[src/hw/rtl/bnt_pkg.sv]
// ----------------------------------------------------------------------------
// bnt_pkg
// Shared widths, payload structs and defaults for the batch-norm forward block.
// ----------------------------------------------------------------------------
package bnt_pkg;

   localparam int LANES         = 8;
   localparam int BATCH_DEFAULT = 8;

   localparam int X_W      = 16;                 // Q8.8 sample / scale / shift
   localparam int EPS_W    = 16;
   localparam int SUM_W    = X_W + 3;            // sum of up to eight samples
   localparam int DEV_W    = SUM_W + 1;          // BATCH*x - sum
   localparam int SQ_W     = 2 * DEV_W;          // squared deviation
   localparam int SQSUM_W  = SQ_W + 3;           // sum of eight squares
   localparam int S_W      = 31;                 // var + eps, Q16.16
   localparam int ROOT_W   = 24;                 // sqrt(s << 16)
   localparam int RAD_W    = 2 * ROOT_W;         // radicand
   localparam int DEN_W    = ROOT_W + 3;         // BATCH * root
   localparam int PROD_W   = DEV_W + X_W;        // deviation * scale
   localparam int MAG_W    = PROD_W + 8;         // |d * scale| * 256
   localparam int QUO_W    = 17;                 // quotient bits before clip
   localparam int T_W      = QUO_W + 2;          // signed term plus shift

   typedef struct packed {
      logic signed [X_W-1:0] sample_0;
      logic signed [X_W-1:0] sample_1;
      logic signed [X_W-1:0] sample_2;
      logic signed [X_W-1:0] sample_3;
      logic signed [X_W-1:0] sample_4;
      logic signed [X_W-1:0] sample_5;
      logic signed [X_W-1:0] sample_6;
      logic signed [X_W-1:0] sample_7;
      logic signed [X_W-1:0] scale;
      logic signed [X_W-1:0] shift;
   } bnt_req_type;

   typedef struct packed {
      logic signed [X_W-1:0] result_0;
      logic signed [X_W-1:0] result_1;
      logic signed [X_W-1:0] result_2;
      logic signed [X_W-1:0] result_3;
      logic signed [X_W-1:0] result_4;
      logic signed [X_W-1:0] result_5;
      logic signed [X_W-1:0] result_6;
      logic signed [X_W-1:0] result_7;
      logic                  saturated;
   } bnt_rsp_type;

endpackage

[src/hw/rtl/bnt_lane.sv]
// ----------------------------------------------------------------------------
// bnt_lane
// Per-sample front end: deviation, its square, and the scaled numerator
// magnitude, delayed to meet the denominator.
// ----------------------------------------------------------------------------
module bnt_lane #(
   parameter int BATCH = bnt_pkg::BATCH_DEFAULT,
   parameter int ALIGN = 26
) (
   input  logic                              clock,
   input  logic                              en,
   input  logic signed [bnt_pkg::X_W-1:0]    x,       // stage 1
   input  logic signed [bnt_pkg::SUM_W-1:0]  sum,     // stage 1
   input  logic signed [bnt_pkg::X_W-1:0]    scale,   // stage 2
   output logic        [bnt_pkg::SQ_W-1:0]   sq,      // stage 3
   output logic        [bnt_pkg::MAG_W-1:0]  mag,     // stage 4 + ALIGN
   output logic                              neg
);
   import bnt_pkg::*;

   localparam logic signed [DEV_W-1:0] NB = DEV_W'(BATCH);

   logic signed [DEV_W-1:0]    xe;
   logic signed [DEV_W-1:0]    se;
   logic signed [DEV_W-1:0]    dev_in;
   logic signed [DEV_W-1:0]    dev_ff;
   logic signed [SQ_W-1:0]     sq_in;
   logic        [SQ_W-1:0]     sq_ff;
   logic signed [PROD_W-1:0]   prod_in;
   logic signed [PROD_W-1:0]   prod_ff;
   logic        [PROD_W-1:0]   abs_prod;
   logic        [MAG_W-1:0]    mag_dly_ff [ALIGN+1];
   logic                       neg_dly_ff [ALIGN+1];

   always_comb begin
      xe      = DEV_W'(x);
      se      = DEV_W'(sum);
      dev_in  = xe * NB - se;
      sq_in   = dev_ff * dev_ff;
      prod_in = dev_ff * scale;
      abs_prod = prod_ff[PROD_W-1] ? PROD_W'(-prod_ff) : PROD_W'(prod_ff);
   end

   always_ff @(posedge clock) begin
      if (en) begin
         dev_ff        <= dev_in;
         sq_ff         <= SQ_W'(sq_in);
         prod_ff       <= prod_in;
         mag_dly_ff[0] <= {abs_prod, 8'b0};
         neg_dly_ff[0] <= prod_ff[PROD_W-1];
         for (int k = 1; k <= ALIGN; k++) begin
            mag_dly_ff[k] <= mag_dly_ff[k-1];
            neg_dly_ff[k] <= neg_dly_ff[k-1];
         end
      end
   end

   assign sq  = sq_ff;
   assign mag = mag_dly_ff[ALIGN];
   assign neg = neg_dly_ff[ALIGN];

endmodule

[config.mk]
export PLATFORM = sky130hd
export DESIGN_NAME = bnt_lane
export DESIGN_NICKNAME = d
export VERILOG_FILES = /design/src/hw/rtl/bnt_pkg.sv /design/src/hw/rtl/bnt_lane.sv
export SDC_FILE = /design/constraint.sdc
export NUM_CORES = 2
export LEC_CHECK = 0
export BUFFER_PORTS_ARGS = -buffer_cell sky130_fd_sc_hd__buf_2
export CAP_MARGIN = 20
export CORE_AREA = 2 2 451 453
export DETAILED_ROUTE_END_ITERATION = 10
export DIE_AREA = 0 0 453 455
export SLEW_MARGIN = 30
export SYNTH_ARGS = -nofsm -noshare
export SYNTH_HDL_FRONTEND = slang
export SYNTH_SLANG_ARGS = --single-unit
[constraint.sdc]
create_clock -name clock -period 18.9 [get_ports clock]
set_clock_uncertainty 0.15 [all_clocks]
set_input_delay 3.78 -clock clock [delete_from_list [all_inputs] [get_ports clock]]
set_output_delay 3.78 -clock clock [all_outputs]
set_load 0.05 [all_outputs]
==> metrics.md <==
| Metric | Value |
|---|---|
| Clk buf depth | 3 |
| Num CTS Buffers | 107 |
| Clk Latency, worst-skew pair | 0.74 ns |
| Vias | 29501 |
| Final hold violations | 0 |
| Synth Flop Type | edfxtp_1 |
| Top post-synthesis cells by area | edfxtp_1 (55%), fa_1 (23%), inv_1 (5.2%) |
| Row cnt | 165 |
| CP top delay family | adder cells |
| Num ports | 138 |
| First-pass GRT wire length | 165000 um |
| Unrepaired setup endpoints after global routing | false |
| Cts hold-fix bufs | 0 |
| Post-CTS sizing | 0 |
| Final WL | 101000 um |
| CTS Sinks | 1094 |
| Commonest non-fill, non-tap cell in the layout | edfxtp_1 |
| Area Growth Syn to Fin | 11.7% |
| Vias in the first global route | 31748 |
| DRC | 0 |
| Avg WL per Cell | 14.4 um |
| Post-synth EDFFs | 1094 |
| Worst Setup SP | scale[1] |
| Worst hold-check path type | reg -> reg |
| Die Y | 455 um |
| Largest stage delay, worst path | 0.56 ns |
| Endpoints failing setup | 0 |
| Mapped Area | 60200 um2 |
| Initial Utilization | 0.299 |
| Initial antenna violation count | 7 |
| Largest net degree at the start of global routing | 190 |
| Worst R2R End | sq[39] |
| Syn Inst Count | 4156 |
| Synth cell types | 70 |
| Design Area, Final | 67200 um2 |
| Total GRT Usage | 0.0997 |
| Synth top area share | 0.546 |
| Slew Limit Fails | 0 |
| Worst hold margin | 0.211 ns |
| Hold depth | 0 |
| Critical Path Source Type | input pin |
| CTS tree | yes |
| Crit-path max FO | 20 |
| Async set or reset register ratio after synthesis | 0 |
| Peak Freq | 0.102 GHz |
| Root buffer cell | clkbuf_16 |
| Layout net count | 5248 |
| Slew margin rel. | 0.425 |
| Final setup TNS | 0 ns |
| Worst Path Required | 19.18 ns |
| Clock Pin Slew Worst Setup and Hold Paths | 0.06 ns |
| Critical path class | in -> reg |
| Most frequent cells in the layout | edfxtp_1 (1094), inv_1 (833), fa_1 (700) |
| Synthesis Warnings | 0 |
| Max cap viols | 0 |
| Critical Path AT | 10.10 ns |
| DP Area | 63700 um2 |
| Syn avg cell area | 14.5 um2 |
| Yosys top cell by area | edfxtp_1 |
| Flops & latches, synth | 1094 |
| Status | finished, final reports clean |
| Die width | 453 um |
| CP Buf/Inv Count | 6 |
| Crit-path slowest cell | fa_1 |
| Register area share after synthesis | 0.546 |
| Initial DRC count | 1717 |
| Crit path capture | prod_ff[33] |
| Worst slew pin tran | 0.863 ns |
| Worst path depth | 21 |
| Share of cells above drive strength 1 | 0.0754 |
| Postcts setup bufs | 0 |
| CP endpoint kind | flip-flop |
| Worst path most repeated cell | fa_1 |
| Period utilization | 0.520 |
| H-tree Lvls | 3 |
| Vias/cell | 4.19 |
| Gr ovfl total | 0 |
| Crit-path cells | buf_2, nand2_1, fa_1, inv_1, fa_1, inv_1, fa_1, fa_1, inv_1, fa_1, inv_1, fa_1, inv_1, ha_1, nand4_1, a2111o_1, a31o_2, a311oi_1, a21o_1, a21oi_1, xnor2_1 |
| Final ANT Viol Nets | 0 |
| DIE AREA | 206000 um2 |
| GP Congestion | 0.821 |
| FF-to-FF path depth | 23 |
| Core ar. | 201000 um2 |
| Post-layout min period | 9.82 ns |
| Detail Placement HPWL | 70500 um |
| I/O Buffers | 128 |
| Flop2flop setup slack | 10.64 ns |
| Origin of the critical flop-to-flop path | dev_ff[5] |
| Router iterations before antenna repair | 5 |
cell families (layout without fill, tap and decap cells):
kind of cell / count (synthesis) / count (layout) / share of synthesized area
flip-flops: 1094 / 1094 / 0.546
buffers and inverters: 993 / 1190 / 0.0648
multiplexers: 3 / 3 / 0.000520
AND/OR/NAND/NOR: 742 / 742 / 0.0601
AO/OA/AOI/OAI: 262 / 262 / 0.0293
adder cells (fa/ha/maj): 919 / 919 / 0.278
other: 1 / 10 / 0.0000623
XOR/XNOR: 142 / 142 / 0.0207
per-layer routing:
layer	global-route usage	share of wire	vias up
met4	0.0286	0.023	6
met3	0.0198	0.053	152
met2	0.164	0.48	600
li1	-	-	13682
met5	0	0.00037	-
met1	0.134	0.45	15061
worst min-delay path by stage:
stage / startpoint / end
2_1_floorplan: mag_dly_ff[0][56] / mag_dly_ff[0][100]
3_3_place_gp: mag_dly_ff[0][556] / mag_dly_ff[0][600]
3_5_place_dp: mag_dly_ff[0][57] / mag_dly_ff[0][101]
4_1_cts: mag_dly_ff[1][100] / mag_dly_ff[1][144]
5_1_grt: mag_dly_ff[1][263] / mag_dly_ff[1][307]
6_report: mag_dly_ff[1][100] / mag_dly_ff[1][144]
layout make-up:
type / instances / area (um2)
clock inverters: 62 / 621
flip-flops and latches: 1094 / 32900
well taps: 2672 / 3340
repair buffers: 163 / 1020
fillers: 19543 / 134000
inverters: 833 / 3130
clock buffers: 132 / 2770
diodes: 1 / 2.50
multi-input cells: 2077 / 23400
cells in the mapped netlist (3+ instances only):
cell type  number
a211o_1         3
a211oi_1       15
a21o_1         32
a21oi_1        63
a221oi_1        3
a22oi_1         3
a31o_2          7
a31oi_1         9
a41o_1          3
a41oi_1         3
and2_1        187
and3_1          8
buf_1           3
buf_4          45
clkbuf_1      112
edfxtp_1     1094
fa_1          700
ha_1          219
inv_1         833
nand2_1       365
nand2b_1       24
nand3_1        12
nand4_1         5
nor2_1         65
nor2b_1        22
nor3_1         14
nor4_1          4
o2111a_1        4
o211ai_1        4
o21a_1         14
o21ai_0        48
o21ai_1         5
o21bai_1        8
o31ai_1        11
o41ai_1         6
or3_1          10
or4_1           5
or4_4           4
xnor2_1       108
xor2_1         34
stage by stage:
step	cells	util	worst slack [ns]
finish	7034	0.334	9.08
global route	7033	0.334	8.81
global placement	6836	0.316	8.49
CTS	7031	0.333	9.17
floorplan	4164	-	9.16
detailed placement	6837	0.317	8.40
flip-flops by register name (all words and copies together) (netlist names):
register	cells
mag_dly_ff	972
sq	39
prod_ff	36
neg_dly_ff	27
dev_ff	20
Power is not shown: default switching activity piles up to over one toggle a cycle in this logic, so the estimate is an artifact.
