### src/hw/rtl/bnt_pkg.sv
// ----------------------------------------------------------------------------
// bnt_pkg
// Shared widths, payload structs and defaults for the batch-norm forward block.
// ----------------------------------------------------------------------------
package bnt_pkg;

   localparam int LANES         = 8;
   localparam int BATCH_DEFAULT = 8;

   localparam int X_W      = 16;                 // Q8.8 sample / scale / shift
   localparam int EPS_W    = 16;
   localparam int SUM_W    = X_W + 3;            // sum of up to eight samples
   localparam int DEV_W    = SUM_W + 1;          // BATCH*x - sum
   localparam int SQ_W     = 2 * DEV_W;          // squared deviation
   localparam int SQSUM_W  = SQ_W + 3;           // sum of eight squares
   localparam int S_W      = 31;                 // var + eps, Q16.16
   localparam int ROOT_W   = 24;                 // sqrt(s << 16)
   localparam int RAD_W    = 2 * ROOT_W;         // radicand
   localparam int DEN_W    = ROOT_W + 3;         // BATCH * root
   localparam int PROD_W   = DEV_W + X_W;        // deviation * scale
   localparam int MAG_W    = PROD_W + 8;         // |d * scale| * 256
   localparam int QUO_W    = 17;                 // quotient bits before clip
   localparam int T_W      = QUO_W + 2;          // signed term plus shift

   typedef struct packed {
      logic signed [X_W-1:0] sample_0;
      logic signed [X_W-1:0] sample_1;
      logic signed [X_W-1:0] sample_2;
      logic signed [X_W-1:0] sample_3;
      logic signed [X_W-1:0] sample_4;
      logic signed [X_W-1:0] sample_5;
      logic signed [X_W-1:0] sample_6;
      logic signed [X_W-1:0] sample_7;
      logic signed [X_W-1:0] scale;
      logic signed [X_W-1:0] shift;
   } bnt_req_type;

   typedef struct packed {
      logic signed [X_W-1:0] result_0;
      logic signed [X_W-1:0] result_1;
      logic signed [X_W-1:0] result_2;
      logic signed [X_W-1:0] result_3;
      logic signed [X_W-1:0] result_4;
      logic signed [X_W-1:0] result_5;
      logic signed [X_W-1:0] result_6;
      logic signed [X_W-1:0] result_7;
      logic                  saturated;
   } bnt_rsp_type;

endpackage

### src/hw/rtl/bnt_sqrt.sv
// ----------------------------------------------------------------------------
// bnt_sqrt
// Pipelined integer square root, one result bit per stage.
// ----------------------------------------------------------------------------
module bnt_sqrt (
   input  logic                           clock,
   input  logic                           en,
   input  logic [bnt_pkg::RAD_W-1:0]      radicand,
   output logic [bnt_pkg::ROOT_W-1:0]     root
);
   import bnt_pkg::*;

   localparam int REM_W = ROOT_W + 2;

   logic [REM_W-1:0]  rem_ff  [ROOT_W];
   logic [ROOT_W-1:0] root_ff [ROOT_W];
   logic [RAD_W-1:0]  rad_ff  [ROOT_W];

   for (genvar k = 0; k < ROOT_W; k++) begin : g_step
      logic [REM_W-1:0]  rem_src;
      logic [ROOT_W-1:0] root_src;
      logic [RAD_W-1:0]  rad_src;
      logic [REM_W-1:0]  rem_sh;
      logic [REM_W-1:0]  trial;
      logic              fits;

      if (k == 0) begin : g_first
         assign rem_src  = '0;
         assign root_src = '0;
         assign rad_src  = radicand;
      end else begin : g_next
         assign rem_src  = rem_ff[k-1];
         assign root_src = root_ff[k-1];
         assign rad_src  = rad_ff[k-1];
      end

      always_comb begin
         rem_sh = {rem_src[REM_W-3:0], rad_src[RAD_W-1:RAD_W-2]};
         trial  = {root_src, 2'b01};
         fits   = rem_sh >= trial;
      end

      always_ff @(posedge clock) begin
         if (en) begin
            rem_ff[k]  <= fits ? rem_sh - trial : rem_sh;
            root_ff[k] <= {root_src[ROOT_W-2:0], fits};
            rad_ff[k]  <= rad_src << 2;
         end
      end
   end

   assign root = root_ff[ROOT_W-1];

endmodule

### config.mk
export PLATFORM = sky130hd
export DESIGN_NAME = bnt_sqrt
export DESIGN_NICKNAME = d
export VERILOG_FILES = /design/src/hw/rtl/bnt_pkg.sv /design/src/hw/rtl/bnt_sqrt.sv
export SDC_FILE = /design/constraint.sdc
export NUM_CORES = 2
export LEC_CHECK = 0
export BUFFER_PORTS_ARGS = -buffer_cell sky130_fd_sc_hd__buf_2
export CELL_PAD_IN_SITES_DETAIL_PLACEMENT = 0
export CELL_PAD_IN_SITES_GLOBAL_PLACEMENT = 1
export CORE_ASPECT_RATIO = 0.8
export CORE_MARGIN = 4
export CORE_UTILIZATION = 57
export CTS_CLUSTER_DIAMETER = 80
export DETAILED_ROUTE_END_ITERATION = 10
export PLACE_DENSITY = 0.95
export RECOVER_POWER = 100
export REMOVE_ABC_BUFFERS = 1
export SYNTH_ARGS = -nofsm -noshare
export SYNTH_HDL_FRONTEND = slang
export SYNTH_SLANG_ARGS = --single-unit
### constraint.sdc
create_clock -name clock -period 5 [get_ports clock]
set_input_delay 1 -clock clock [delete_from_list [all_inputs] [get_ports clock]]
set_output_delay 1 -clock clock [all_outputs]
set_load 0.01 [all_outputs]
==> flow_summary.html <==
<table>
<tr><th>Metric</th><th>Value</th></tr>
<tr><th colspan="2">Timing</th></tr>
<tr><td>Setup repair after global routing missed its margin</td><td>no</td></tr>
<tr><td>Final setup violation count</td><td>0</td></tr>
<tr><td>Period minus WS final</td><td>4.34 ns</td></tr>
<tr><td>Max Transition Viols Final</td><td>1,158</td></tr>
<tr><td>Maximum clock rate</td><td>231 MHz</td></tr>
<tr><td>Hold violation total from the final report</td><td>0</td></tr>
<tr><td>Worst slew slack as a fraction of its limit</td><td>-1.26</td></tr>
<tr><td>Setup total negative slack</td><td>0 ns</td></tr>
<tr><td>Post-route clock skew</td><td>0.0398 ns</td></tr>
<tr><td>Final Worst Setup Slack</td><td>0.664 ns</td></tr>
<tr><td>Worst-margin pin slew</td><td>3.38 ns</td></tr>
<tr><td>Period Utilization, post-route</td><td>0.867</td></tr>
<tr><th colspan="2">Synthesis</th></tr>
<tr><td>Gate count after technology mapping</td><td>4,772</td></tr>
<tr><td>Post-synth ARST share</td><td>0</td></tr>
<tr><td>Cell types with the largest area share after synthesis</td><td>sky130_fd_sc_hd__edfxtp_1, sky130_fd_sc_hd__ha_1, sky130_fd_sc_hd__xnor2_1, sky130_fd_sc_hd__xor2_1, sky130_fd_sc_hd__o21ai_0</td></tr>
<tr><td>Number of warnings printed during yosys synthesis</td><td>0</td></tr>
<tr><td>Register area share after synthesis</td><td>0.653</td></tr>
<tr><td>Most area-hungry cell type in the Yosys netlist</td><td>sky130_fd_sc_hd__edfxtp_1</td></tr>
<tr><td>Cell area after technology mapping</td><td>0.0632 mm^2</td></tr>
<tr><td>Most used DFF post-synth</td><td>sky130_fd_sc_hd__edfxtp_1</td></tr>
<tr><td>Most instantiated cells after synthesis</td><td>sky130_fd_sc_hd__edfxtp_1, sky130_fd_sc_hd__inv_1, sky130_fd_sc_hd__nand2_1, sky130_fd_sc_hd__ha_1, sky130_fd_sc_hd__o21ai_0</td></tr>
<tr><td>Number of enable-type register cells in the synthesized netlist</td><td>1,374</td></tr>
<tr><td>Share of Yosys cell area claimed by the top area cell type</td><td>0.653</td></tr>
<tr><td>Count of different cell masters after synthesis</td><td>101</td></tr>
<tr><td>Leading cell type by number of instances after synthesis</td><td>sky130_fd_sc_hd__edfxtp_1</td></tr>
<tr><td>Syn Area/Cell</td><td>13.2 um^2</td></tr>
<tr><td>Number of flip-flops and latches in the synthesized netlist</td><td>1,374</td></tr>
<tr><th colspan="2">Drt</th></tr>
<tr><td>Routed WL per cell</td><td>19.1 um</td></tr>
<tr><td>Post-route DRC</td><td>0</td></tr>
<tr><td>Aggregate routed wire length</td><td>124,000 um</td></tr>
<tr><td>Detailed Route Iter0 Violations</td><td>3,238</td></tr>
<tr><td>Antenna Violating Nets Remaining</td><td>0</td></tr>
<tr><td>Ratio of routed vias to standard cells</td><td>5.78</td></tr>
<tr><td>Vias post-DR</td><td>37.5k</td></tr>
<tr><td>Pre-Repair DR Iteration Count</td><td>6</td></tr>
<tr><th colspan="2">Power and ir drop</th></tr>
<tr><td>Power density normalized to cell area</td><td>456 mW/mm^2</td></tr>
<tr><td>Peak supply drop</td><td>0.390 mV</td></tr>
<tr><td>Leakage power</td><td>26.7 nW</td></tr>
<tr><th colspan="2">Floorplan</th></tr>
<tr><td>Standard-cell rows</td><td>108</td></tr>
<tr><td>Chip Height</td><td>306 um</td></tr>
<tr><td>Top-level port count</td><td>74</td></tr>
<tr><td>Width of the chip</td><td>380 um</td></tr>
<tr><td>Starting Density</td><td>0.579</td></tr>
<tr><td>Full die area</td><td>0.116 mm^2</td></tr>
<tr><td>Area of the core</td><td>0.109 mm^2</td></tr>
<tr><th colspan="2">Hold path</th></tr>
<tr><td>Hold Crit Class</td><td>primary input to flip-flop</td></tr>
<tr><td>Hold Path Origin</td><td>radicand[5]</td></tr>
<tr><th colspan="2">Clock tree</th></tr>
<tr><td>Clock Tree Buf Depth</td><td>3</td></tr>
<tr><td>CTS sink count</td><td>1,374</td></tr>
<tr><td>Postcts setup bufs</td><td>0</td></tr>
<tr><td>Number of buffers added by the clock tree synthesis step</td><td>134</td></tr>
<tr><td>Clock tree from TritonCTS</td><td>yes</td></tr>
<tr><td>Clock root buffer</td><td>sky130_fd_sc_hd__clkbuf_16</td></tr>
<tr><td>Resized cells post-CTS</td><td>0</td></tr>
<tr><td>Hold buffers post-CTS</td><td>0</td></tr>
<tr><td>H-Tree Depth</td><td>4</td></tr>
<tr><td>Clock slew at the register clock pins of the worst setup and hold paths</td><td>0.07 ns</td></tr>
<tr><td>Clk Latency, worst-skew pair</td><td>0.79 ns</td></tr>
<tr><th colspan="2">Worst setup path</th></tr>
<tr><td>Arrival time at the worst endpoint</td><td>4.84 ns</td></tr>
<tr><td>Worst-path maximum fanout</td><td>30</td></tr>
<tr><td>CP Data Required Time</td><td>5.50 ns</td></tr>
<tr><td>Type of destination of the critical path</td><td>flip-flop</td></tr>
<tr><td>Launching element of the worst setup path</td><td>rad_ff[1][274]$_DFFE_PP_</td></tr>
<tr><td>Start-to-end type of the worst setup path</td><td>flip-flop to flip-flop</td></tr>
<tr><td>Critical R2R Launch</td><td>rad_ff[1][274]$_DFFE_PP_</td></tr>
<tr><td>Setup crit start kind</td><td>flip-flop</td></tr>
<tr><th colspan="2">GRT</th></tr>
<tr><td>Global-route wire length before repair</td><td>199,000 um</td></tr>
<tr><td>Via count of the first global-routing pass</td><td>37.1k</td></tr>
<tr><td>Initial antenna violation count</td><td>3</td></tr>
<tr><td>Pin count of the biggest net entering global routing</td><td>135</td></tr>
<tr><td>Total gr overflow</td><td>0</td></tr>
<tr><td>Total routing usage reported by global routing</td><td>0.214</td></tr>
<tr><th colspan="2">Flow run</th></tr>
<tr><td>Number of maximum-capacitance constraint violations</td><td>19</td></tr>
<tr><th colspan="2">Placement</th></tr>
<tr><td>Count of input and output buffers</td><td>73</td></tr>
<tr><td>Setup WS pre-CTS</td><td>1.23 ns</td></tr>
<tr><td>DP Wirelength</td><td>84,100 um</td></tr>
<tr><td>Global placement routability congestion</td><td>0.883</td></tr>
<tr><th colspan="2">Layout</th></tr>
<tr><td>FF+latch area</td><td>0.0413 mm^2</td></tr>
<tr><td>Layout area overhead</td><td>10.1%</td></tr>
<tr><td>Core Util, Final</td><td>0.637</td></tr>
<tr><td>Multi-input combinational cell area</td><td>0.0199 mm^2</td></tr>
<tr><td>Layout cells sized above 1</td><td>0.0627</td></tr>
<tr><td>Number of filler instances in the final layout</td><td>7,871</td></tr>
<tr><td>NumNets Final</td><td>5,321</td></tr>
<tr><th colspan="2">Status</th></tr>
<tr><td>Result of the run</td><td>finished, violations left</td></tr>
<tr><td>Failing checks</td><td>capacitance limit, slew limit</td></tr>
</table>
worst paths after layout:
check	endpoint	slack (ns)	cells past startpoint
worst min register to register	rad_ff[1][316]$_DFFE_PP_	0.39	0
worst max register to register	rem_ff[1][178]$_DFFE_PP_	0.66	12
worst min-delay path	rad_ff[0][5]$_DFFE_PP_	0.39	1
worst max-delay path	rem_ff[1][178]$_DFFE_PP_	0.66	12
cell type report:
cell class | instances | share of cell area
Sequential cell | 1374 | 0.593
Multi-Input combinational cell | 2915 | 0.286
Clock buffer | 155 | 0.0503
Tap cell | 1430 | 0.0257
Inverter | 407 | 0.0220
Clock inverter | 87 | 0.0148
Timing Repair Buffer | 114 | 0.00793
Antenna cell | 1 | 0.0000360
critical path, stage by stage, from the launching register on:
cell and delay [ns]:
sky130_fd_sc_hd__edfxtp_1 0.47, sky130_fd_sc_hd__inv_1 0.15, sky130_fd_sc_hd__ha_1 0.27, sky130_fd_sc_hd__nor2b_1 0.15, sky130_fd_sc_hd__o21a_1 0.16, sky130_fd_sc_hd__o21ai_0 0.17
sky130_fd_sc_hd__a21oi_1 0.36, sky130_fd_sc_hd__a32oi_1 0.18, sky130_fd_sc_hd__o211ai_1 0.22, sky130_fd_sc_hd__clkbuf_1 1.00, sky130_fd_sc_hd__or4b_1 0.62, sky130_fd_sc_hd__nor4_4 0.19
sky130_fd_sc_hd__xor2_1 0.11
power by group:
group          internal, mW  switching, mW
clock                  6.01           4.41
sequential             14.6          0.951
combinational          2.42           3.35
cell families after synthesis:
group,count (synthesis),share of synthesized area
DFF,1374,0.653
and+or+nand+nor,1161,0.0923
AOI/OAI and AO/OA,980,0.0971
buffers and inverters,483,0.0292
xor gates and xnor gates,407,0.0566
adders and majority gates,325,0.0644
muxes,41,0.00717
other,1,0.0000594
registers in the layout (all words and copies together), names as in the netlist:
register,count
rad_ff,552
root_ff,300
rem_ff,522
per-stage QoR:
step	instances	power, mW	hold WS (ns)	instance area, um^2
final	6483	31.7	0.392	69600
after global routing	6482	33.3	0.361	69600
after CTS	6482	31.9	0.335	70000
after detailed placement	6240	21.4	0.405	65500
after global placement	6240	21.3	0.400	65500
after floorplan	4696	19.5	0.400	62800
metal layers:
layer  track usage  wire (um)
met1         0.289      53900
met4        0.0812       4050
met5             0          0
met3        0.0337       6440
met2         0.353      59300
layout by cell type, fill, tap and decap left out, drive strengths merged, types with 11 or more instances in the layout:
cell	instances
edfxtp	1374
inv	414
nand2	376
ha	325
o21ai	324
a21oi	244
nor2	241
clkbuf	218
xnor2	206
xor2	201
a21o	110
nor3	98
o21a	71
nand2b	69
clkinv	56
nand3	55
nor4	53
buf	51
nor2b	47
nand4	45
or3	42
o31ai	31
mux2	31
and3	30
o21bai	30
a31oi	25
a211oi	25
or4	22
bufinv	18
or2	17
a21boi	14
and4	14
and2	11
(Power assumes the default switching activity.)
